File: src/rtl/core/ckrs_pkg.sv
// Shared types, register indexes, reset values and duty arithmetic for the
// claw and kick ramp sequencer. No dependencies.
`timescale 1ns / 1ps

package ckrs_pkg;

	// Default duty counter width
	localparam int DUTY_BITS_DEF = 16;

	// Configuration register indexes
	localparam int CFG_IDX_W = 1;
	localparam logic [CFG_IDX_W-1:0] CFG_PERIOD = 1'd0;
	localparam logic [CFG_IDX_W-1:0] CFG_STEP   = 1'd1;

	// Register reset values
	localparam logic [15:0] PERIOD_RST = 16'd4000;
	localparam logic [15:0] STEP_RST   = 16'd200;

	// Orders; FIN marks an order that reports done on its next step
	typedef enum logic [1:0] {
		ORD_OPEN  = 2'd0,
		ORD_CLOSE = 2'd1,
		ORD_KICK  = 2'd2,
		ORD_FIN   = 2'd3
	} order_t;

	// Sequencer control state
	typedef struct packed {
		logic   moving;
		order_t order;
		logic   opened;
		logic   kicked;
		logic   retracted;
	} ctrl_t;

	// Add with saturation at a limit
	function automatic logic [16:0] rise(logic [16:0] v, logic [16:0] inc,
			logic [16:0] lim);
		logic [16:0] sum;
		sum = v + inc;
		return (sum < lim) ? sum : lim;
	endfunction

	// Subtract with floor at zero
	function automatic logic [16:0] fall(logic [16:0] v, logic [16:0] dec);
		return (v > dec) ? (v - dec) : 17'd0;
	endfunction

endpackage

File: src/rtl/core/ckrs_step.sv
// Next-state logic for one sequencer step: order load, claw and kick ramps,
// kick phase flags and done. Depends on ckrs_pkg.
`timescale 1ns / 1ps

module ckrs_step import ckrs_pkg::*; #(
	parameter int DUTY_BITS = DUTY_BITS_DEF,
	localparam int LVL_W = (DUTY_BITS < 16) ? DUTY_BITS : 16
) (
	input  ctrl_t             cur,
	input  logic [LVL_W-1:0]  claw_cur,
	input  logic [LVL_W-1:0]  kick_cur,
	input  logic              func,
	input  logic [1:0]        order,
	input  logic [15:0]       period,
	input  logic [15:0]       step,
	output ctrl_t             nxt,
	output logic [LVL_W-1:0]  claw_nxt,
	output logic [LVL_W-1:0]  kick_nxt,
	output logic              done
);

	localparam logic [16:0] LVL_MAX = 17'((64'd1 << LVL_W) - 64'd1);

	logic [16:0] period_x;
	logic [16:0] claw_lim;
	logic [16:0] kick_lim;
	logic [16:0] step_x;
	logic [16:0] half_x;
	logic [16:0] claw_x;
	logic [16:0] kick_x;
	logic [LVL_W-1:0] claw_up;
	logic [LVL_W-1:0] claw_dn;
	logic [LVL_W-1:0] kick_up;
	logic [LVL_W-1:0] kick_dn;

	// Limits, capped to the duty counter range
	assign period_x = {1'b0, period};
	assign claw_lim = (period_x < LVL_MAX) ? period_x : LVL_MAX;
	assign kick_lim = ((period_x >> 1) < LVL_MAX) ? (period_x >> 1) : LVL_MAX;

	// Step sizes; retraction uses half a step, never less than one
	assign step_x = {1'b0, step};
	assign half_x = (step[15:1] == 15'd0) ? 17'd1 : {2'b00, step[15:1]};

	assign claw_x = 17'(claw_cur);
	assign kick_x = 17'(kick_cur);

	// Candidate ramp values; all stay within the limits, so they fit LVL_W
	assign claw_up = LVL_W'(rise(claw_x, step_x, claw_lim));
	assign claw_dn = LVL_W'(fall(claw_x, step_x));
	assign kick_up = LVL_W'(rise(kick_x, step_x, kick_lim));
	assign kick_dn = LVL_W'(fall(kick_x, half_x));

	// Advance the order by one step
	always_comb begin
		nxt      = cur;
		claw_nxt = claw_cur;
		kick_nxt = kick_cur;
		done     = 1'b0;
		if (!cur.moving) begin
			if (func) begin
				nxt.order  = order_t'(order);
				nxt.moving = 1'b1;
			end
		end else begin
			case (cur.order)
				ORD_OPEN: begin
					if (claw_x < claw_lim) claw_nxt = claw_up;
					else nxt.order = ORD_FIN;
				end
				ORD_CLOSE: begin
					if (claw_x != 17'd0) claw_nxt = claw_dn;
					else nxt.order = ORD_FIN;
				end
				ORD_KICK: begin
					if (!cur.opened) begin
						if (claw_x < claw_lim) claw_nxt = claw_up;
						else nxt.opened = 1'b1;
					end else if (!cur.kicked) begin
						if (kick_x < kick_lim) kick_nxt = kick_up;
						else nxt.kicked = 1'b1;
					end else if (!cur.retracted) begin
						if (kick_x != 17'd0) kick_nxt = kick_dn;
						else nxt.retracted = 1'b1;
					end else begin
						nxt.opened    = 1'b0;
						nxt.kicked    = 1'b0;
						nxt.retracted = 1'b0;
						nxt.order     = ORD_FIN;
					end
				end
				default: begin
					done       = 1'b1;
					nxt.moving = 1'b0;
				end
			endcase
		end
	end

endmodule

File: src/rtl/core/claw_kick_ramp_sequencer.sv
// Top level of the claw and kick ramp sequencer: configuration registers,
// input register, state and result register. Depends on ckrs_pkg, ckrs_step.
`timescale 1ns / 1ps

// Each accepted transaction (timer tick or control command) yields exactly one
// result carrying both PWM duties, a done flag and a busy flag. The block takes
// one transaction per clock while the result channel does not stall: the
// transaction sits in the input register while the step logic works on it, and
// then the result register takes the step logic output. The rate is set by
// the loop from the sequencer state through the step logic back into the state,
// one step per clock. Stall on the result channel holds both stages; while the
// input register is empty a new transaction is still taken. Write period and
// step only while no transaction is in flight.
module claw_kick_ramp_sequencer import ckrs_pkg::*; #(
	parameter int DUTY_BITS = DUTY_BITS_DEF
) (
	input  logic                 clk,
	input  logic                 arst_n,
	input  logic                 cfg_we,
	input  logic [CFG_IDX_W-1:0] cfg_index,
	input  logic [15:0]          cfg_data,
	input  logic                 cmd_valid,
	output logic                 cmd_stall,
	input  logic                 func,
	input  logic [1:0]           order,
	output logic                 res_valid,
	input  logic                 res_stall,
	output logic [15:0]          grip_duty,
	output logic [15:0]          kick_duty,
	output logic                 done_res,
	output logic                 busy_res
);

	localparam int LVL_W = (DUTY_BITS < 16) ? DUTY_BITS : 16;

	logic [15:0] period_q;
	logic [15:0] step_q;

	logic        s1_valid_q;
	logic        func_s1;
	logic [1:0]  order_s1;

	ctrl_t             ctrl_q;
	ctrl_t             ctrl_nxt;
	logic [LVL_W-1:0]  claw_q;
	logic [LVL_W-1:0]  kick_q;
	logic [LVL_W-1:0]  claw_nxt;
	logic [LVL_W-1:0]  kick_nxt;
	logic              done_nxt;

	logic              res_valid_q;
	logic [15:0]       grip_duty_q;
	logic [15:0]       kick_duty_q;
	logic              done_q;
	logic              busy_q;

	logic              adv;
	logic              cmd_acc;

	// Configuration registers
	always_ff @(posedge clk or negedge arst_n) begin
		if (!arst_n) begin
			period_q <= PERIOD_RST;
			step_q   <= STEP_RST;
		end else if (cfg_we) begin
			case (cfg_index)
				CFG_PERIOD: period_q <= cfg_data;
				CFG_STEP:   step_q   <= cfg_data;
				default:    ;
			endcase
		end
	end

	// Pipeline moves whenever the result register is free or being taken
	assign adv       = !res_valid_q || !res_stall;
	assign cmd_stall = s1_valid_q && !adv;
	assign cmd_acc   = cmd_valid && !cmd_stall;

	// Input register
	always_ff @(posedge clk or negedge arst_n) begin
		if (!arst_n) begin
			s1_valid_q <= 1'b0;
		end else if (cmd_acc) begin
			s1_valid_q <= 1'b1;
		end else if (adv) begin
			s1_valid_q <= 1'b0;
		end
	end

	always_ff @(posedge clk) begin
		if (cmd_acc) begin
			func_s1  <= func;
			order_s1 <= order;
		end
	end

	ckrs_step #(
		.DUTY_BITS (DUTY_BITS)
	) u_step (
		.cur      (ctrl_q),
		.claw_cur (claw_q),
		.kick_cur (kick_q),
		.func     (func_s1),
		.order    (order_s1),
		.period   (period_q),
		.step     (step_q),
		.nxt      (ctrl_nxt),
		.claw_nxt (claw_nxt),
		.kick_nxt (kick_nxt),
		.done     (done_nxt)
	);

	// Sequencer state: advance once per transaction leaving the input register
	always_ff @(posedge clk or negedge arst_n) begin
		if (!arst_n) begin
			ctrl_q <= '{moving: 1'b0, order: ORD_OPEN, opened: 1'b0,
				kicked: 1'b0, retracted: 1'b0};
			claw_q <= '0;
			kick_q <= '0;
		end else if (adv && s1_valid_q) begin
			ctrl_q <= ctrl_nxt;
			claw_q <= claw_nxt;
			kick_q <= kick_nxt;
		end
	end

	// Result register
	always_ff @(posedge clk or negedge arst_n) begin
		if (!arst_n) begin
			res_valid_q <= 1'b0;
		end else if (adv) begin
			res_valid_q <= s1_valid_q;
		end
	end

	always_ff @(posedge clk) begin
		if (adv && s1_valid_q) begin
			grip_duty_q <= 16'(claw_nxt);
			kick_duty_q <= 16'(kick_nxt);
			done_q      <= done_nxt;
			busy_q      <= ctrl_nxt.moving;
		end
	end

	assign res_valid = res_valid_q;
	assign grip_duty = grip_duty_q;
	assign kick_duty = kick_duty_q;
	assign done_res  = done_q;
	assign busy_res  = busy_q;

	// Kick phase flags are set in order and cleared together
	a_flag_order: assert property (@(posedge clk) disable iff (!arst_n)
		(!ctrl_q.retracted || ctrl_q.kicked) && (!ctrl_q.kicked || ctrl_q.opened))
		else $error("kick phase flags out of order");

	// Phase flags only live during a kick order
	a_flag_kick: assert property (@(posedge clk) disable iff (!arst_n)
		ctrl_q.opened |-> (ctrl_q.moving && ctrl_q.order == ORD_KICK))
		else $error("phase flag set outside a kick order");

	// A finishing step always leaves the block idle
	a_done_idle: assert property (@(posedge clk) disable iff (!arst_n)
		(res_valid && done_res) |-> !busy_res)
		else $error("done reported while still busy");

	// An empty input register never stalls the command channel
	a_no_idle_stall: assert property (@(posedge clk) disable iff (!arst_n)
		!s1_valid_q |-> !cmd_stall)
		else $error("command stalled with empty input register");

endmodule
File: config.mk
export PLATFORM = sky130hd
export DESIGN_NAME = claw_kick_ramp_sequencer
export DESIGN_NICKNAME = d
export VERILOG_FILES = /design/src/rtl/core/ckrs_pkg.sv /design/src/rtl/core/ckrs_step.sv /design/src/rtl/core/claw_kick_ramp_sequencer.sv
export SDC_FILE = /design/constraint.sdc
export NUM_CORES = 1
export LEC_CHECK = 0
export BUFFER_PORTS_ARGS = -buffer_cell sky130_fd_sc_hd__buf_2
export CORE_UTILIZATION = 25
export CTS_CLUSTER_DIAMETER = 200
export DETAILED_ROUTE_END_ITERATION = 8
export PLACE_DENSITY_LB_ADDON = 0.2
export SYNTH_ARGS = -nofsm -noshare
export SYNTH_HDL_FRONTEND = slang
export SYNTH_HIERARCHICAL = 1
export SYNTH_SLANG_ARGS = --single-unit
File: constraint.sdc
create_clock -name clk -period 6 [get_ports clk]
set_input_delay 0.3 -clock clk [delete_from_list [all_inputs] [get_ports clk]]
set_output_delay 0.3 -clock clk [all_outputs]
set_load 0.02 [all_outputs]
After elaboration in Yosys (flattened, before gate mapping)
Index checks and enable logic that the tools add are counted.
{"block": "classes", "n_addsub": 4, "n_mul": 0, "n_div": 0, "magnitude_cmp": 8, "eq_ne": 8, "shift": 0, "n_mux": 37, "bitwise_logic": 1, "reduce_logical": 21}
{"operator": "$mux 16", "count": 17}
{"operator": "$pmux 16 s3", "count": 1}
{"operator": "$add 16x16->17", "count": 2}
{"operator": "$lt 16x17->1", "count": 2}
{"operator": "$lt 17x16->1", "count": 2}
{"operator": "$reduce_bool 17->1", "count": 2}
{"operator": "$sub 16x16->16", "count": 2}
{"operator": "$gt 16x17->1", "count": 1}
{"operator": "$gt 16x16->1", "count": 1}
{"operator": "$lt 15x16->1 const B", "count": 1}
{"operator": "$lt 16x16->1 const B", "count": 1}
{"operator": "$logic_not 15->1", "count": 1}
{"operator": "$mux 15", "count": 1}
{"operator": "$ne 3x3->1 const B", "count": 5}
{"operator": "$mux 1", "count": 10}
{"operator": "$mux 3", "count": 3}
{"operator": "$reduce_and 8->1", "count": 1}
{"operator": "$mux 2", "count": 3}
{"operator": "$pmux 2 s3", "count": 1}
{"operator": "$reduce_and 5->1", "count": 1}
{"operator": "$logic_not 1->1", "count": 4}
{"operator": "$mux 4", "count": 1}
{"operator": "$ne 4x1->1 const B", "count": 1}
{"operator": "$reduce_and 2->1", "count": 2}
{"operator": "10 further kinds", "count": 13}
{"block": "word_totals", "regBits": 109, "latch_bits": 0, "mem_bits_rw": 0, "romBits": 0, "mem_count": 0}

Longest topological paths before layout
{"block": "logic_depth", "word_depth": 10, "mapped_depth": 20}

Modules after synthesis
Netlist, hierarchy kept.
{"mod": "ckrs_step", "n_inst": 1, "cells_per_inst": 822, "area_per_inst_um2": 5770.5, "seq_area_each_um2": 0.0}
{"mod": "claw_kick_ramp_sequencer", "n_inst": 1, "cells_per_inst": 194, "area_per_inst_um2": 3866.2, "seq_area_each_um2": 2924.1}

Worst setup path before layout
Ideal clock, no wire load.
{"block": "synth_path", "path_kind": "register to register", "start": "register step_q[3]", "end": "register claw_q[11]", "t_arrival_ns": 4.019, "required_time_ns": 5.875, "slack_ns": 1.855, "stages_incl_launch_ff": 20, "synth_period_minus_slack_ns": 4.145, "cell_sequence": "dfstp_2 > inv_1 > ha_1 > buf_2 > nor2_1 > a22oi_1 > o211ai_2 > a311oi_4 > xnor2_1 > ha_1 > a21oi_1 > nor2b_1 > a2111oi_0 > a211o_1 > o211ai_4 > buf_2 > mux2_2 > a22oi_1 > nand2_1 > mux2_4"}
{"block": "synth_via", "elab_chain_cells": 7, "elab_cells_between_ends": 11, "classes_between": "add/sub: 2; order compare: 2; mux: 7"}
{"item": "start, declared", "line": "claw_kick_ramp_sequencer.sv:37", "text": "logic [15:0] step_q;"}
{"item": "start signal, assigned", "line": "claw_kick_ramp_sequencer.sv:68", "text": "CFG_STEP: step_q <= cfg_data;"}
{"item": "$add 16x16->17", "line": "ckrs_pkg.sv:40", "text": "sum = v + inc;"}
{"item": "$lt 17x16->1", "line": "ckrs_pkg.sv:41", "text": "return (sum < lim) ? sum : lim;"}
{"item": "$mux 16", "line": "ckrs_pkg.sv:41"}
{"item": "$mux 16", "line": "ckrs_step.sv:68, ckrs_step.sv:77"}
{"item": "$mux 16", "line": "ckrs_step.sv:76", "text": "if (!cur.opened) begin"}
{"item": "$pmux 16 s3 *", "line": "ckrs_step.sv:66", "text": "case (cur.order)"}
{"item": "$mux 16 *", "line": "ckrs_step.sv:60", "text": "if (!cur.moving) begin"}
{"item": "net claw_nxt[11]", "line": "claw_kick_ramp_sequencer.sv:47", "text": "logic [LVL_W-1:0] claw_nxt;"}
{"item": "end signal, assigned", "line": "claw_kick_ramp_sequencer.sv:122", "text": "claw_q <= claw_nxt;"}
{"item": "end, declared", "line": "claw_kick_ramp_sequencer.sv:45", "text": "logic [LVL_W-1:0] claw_q;"}
The timed path passes the listed nets; every way through them passes the cells marked *.
A chain may end at the register's enable or synchronous reset.

Final worst setup path
{"block": "layout_path", "start": "register step_q[2]", "end": "register claw_q[5]"}
The elaborated chain is that of the path after synthesis.

==> results.yml <==
outcome:
  outcome: "completed"
yosys:
  synth_largest_area_cell: "dfrtp_1"
  synth_top_area_share_pct: 16.36
  synth-edff-count: 37
  synthArstFlopShare_pct: 66.06
  ys_warn_count: 6
  syn_inst: 1016
  synth_ff_type: "dfrtp_1"
  synth_fp_nets: 1166
  synthDistinctLibCells: 83
  syn_area_per_cell_um2: 9.485
  synth_area_leaders: "dfrtp_1, ha_1, edfxtp_1"
  ys_seq_area_share_pct: 30.34
  syn_area_um2: 9637
  synth-seq-cells: 109
sta:
  tightestPinTransition_ps: 1055
  fin_skew_ps: 7.880
  period_share_pct: 91.11
  fin_ws_ps: 533.4
  setup_tns_ps: 0
  hold_viol_final: 0
  min_period_ps: 5467
  maxSlewViolCount: 0
  whs_ps: 91.84
  fmax_mhz: 182.9
  rsz0062_at_grt: "false"
  setup_viol: 0
  relSlewSlack_pct: 29.39
pwr:
  p_leak_nw: 4.796
  power.total_mw: 5.039
  vdd_ir_drop_max_mv: 0.2072
  p_per_area_nw_per_um2: 471.0
setup_path:
  cp.required_ps: 6310
  start_kind: "register"
  critical_path.max_fanout: 25
  regToRegSetupSlack_ps: 530
  worstSetupEndpointType: "register"
  r2r-start: "step_q[2]"
  worstPathArrival_ps: 5780
  critPathKind: "reg -> reg"
  worstReg2RegEnd: "claw_q[5]"
  reg2reg_depth: 15
clocking:
  ctsHoldBuffers: 0
  tritoncts: "built"
  cts_buffers: 9
  cts_resized: 0
  ctsRootBufferMaster: "clkbuf_16"
  clock_latency_ps: 370
  cts_setup_buffers: 0
  numClockSinks: 109
  clk_pin_slew_ps: 80
  cts_max_level: 3
  clockBufferDepth: 2
die:
  die_h_um: 198.3
  start_util_pct: 25.52
  io_pins: 61
  rows: 71
  fp.dieArea_um2: 39340
  fp.dieW_um: 198.3
  core_um2: 37760
finish:
  final_core_util_pct: 28.34
  antenna_cells: 0
  drive_gt1_share_pct: 18.08
  num-nets-final: 1207
  area_delta_synth_final_pct: 11.04
  most-common-layout-cells: "ha_1, inv_1, nor2_1"
  layout_commonest_cell: "ha_1"
placed_design:
  port_buffers: 60
  detailed_place_hpwl_um: 24380
  post-place-ws_ps: 640.9
  gp_congestion: 0.8555
flow_run:
  drv_cap: 0
min_path:
  holdCritPathClass: "in -> async"
global_routing:
  grt_max_degree: 73
  grtUsageMet3_pct: 1.669
  grt_pass1_vias: 8038
  busiest_layer: "met2"
  grt_pass1_wl_um: 48330
  antenna_found_initial: 0
  grtUsageMet2_pct: 27.64
  grt_overflow: 0
  met1_usage_pct: 21.94
  grt_usage_pct: 16.38
routing:
  first_pass_iters: 5
  drc: 0
  drt-total-wl_um: 30990
  avgViaCountPerCell: 4.943
  wire_per_inst_um: 19.70
  vias: 7775
  drt_iter0_drc: 434
  ant_nets: 0
[layout make-up]
type	instances	area [um^2]
clock buffers	10	229.0
clock inverters	6	67.56
fillers	4017	27050
inverters	95	356.6
multi-input cells	779	6158
flip-flops and latches	109	2924
well taps	511	639.4
repair buffers	63	325.3
[synth_stat cells (all sizes together), types with 16 or more instances]
library cell and count:
ha 121, nor2 88, dfrtp 63, mux2 74, inv 95, edfxtp 37, a21o 29, buf 20
nand2 47, a21oi 52, nor3 22, xor2 16, xnor2 29, nand4 16, o21ai 51, a211oi 17
[report_power, final]
group,switching (mW),internal [mW],total [mW]
Sequential,0.304,0.991,1.29
Combinational,1.85,1.26,3.11
Clock,0.336,0.296,0.632
[cells by family (layout without fill, tap and decap cells)]
logic type / count (synthesis) / in the layout / share of synthesized area (%)
xor gates and xnor gates: 45 / 45 / 4.168
adders and majority gates: 125 / 125 / 16.54
buffers and inverters: 128 / 174 / 5.830
and+or+nand+nor: 258 / 258 / 13.32
AOI/OAI and AO/OA: 272 / 272 / 20.28
DFF: 109 / 109 / 30.34
muxes: 79 / 79 / 9.517
[stage by stage]
| stage | cells | cell area [um^2] |
|---|---|---|
| after floorplan | 1016 | 9637 |
| after global placement | 1557 | 10400 |
| after detailed placement | 1557 | 10400 |
| after CTS | 1573 | 10700 |
| after global routing | 1573 | 10700 |
| final | 1573 | 10700 |
[critical path, cell delays in order (launching register included)]
cell and delay, ps:
dfrtp_1 510, inv_1 80, ha_1 520, nor2_1 120
o311a_1 380, o211ai_2 270, a31oi_1 200, or4_1 440
nand3_1 180, ha_1 270, a21o_1 180, a211oi_1 460
o211ai_4 400, a2111oi_0 1010, a221o_1 240, mux2_2 150
[flip-flops by register name (all words and copies together), names as in the netlist]
name and flops:
s1_valid_q 1, kick_duty 16, done_res 1, step_q 16
busy_res 1, claw_q 16, order_s1 2, res_valid 1
func_s1 1, kick_q 16, grip_duty 16, period_q 16
ctrl_q 6
[per-layer routing]
| layer | wire (um) | share of wire [%] |
|---|---|---|
| met1 | 14790 | 48 |
| met2 | 14760 | 48 |
| met3 | 775 | 2.5 |
| met4 | 659 | 2.1 |
| met5 | 0 | 0 |
[worst max path at each step]
stage	depth (start not counted)	from	end	slack (ps)
2_1_floorplan	19	step_q[3]	claw_q[11]	1860
3_3_place_gp	15	step_q[2]	claw_q[5]	650
3_5_place_dp	15	step_q[2]	claw_q[5]	640
4_1_cts	15	step_q[2]	claw_q[5]	630
5_1_grt	15	step_q[2]	claw_q[5]	280
6_report	15	step_q[2]	claw_q[5]	530
No activity file was read; power rests on OpenSTA's default activity.
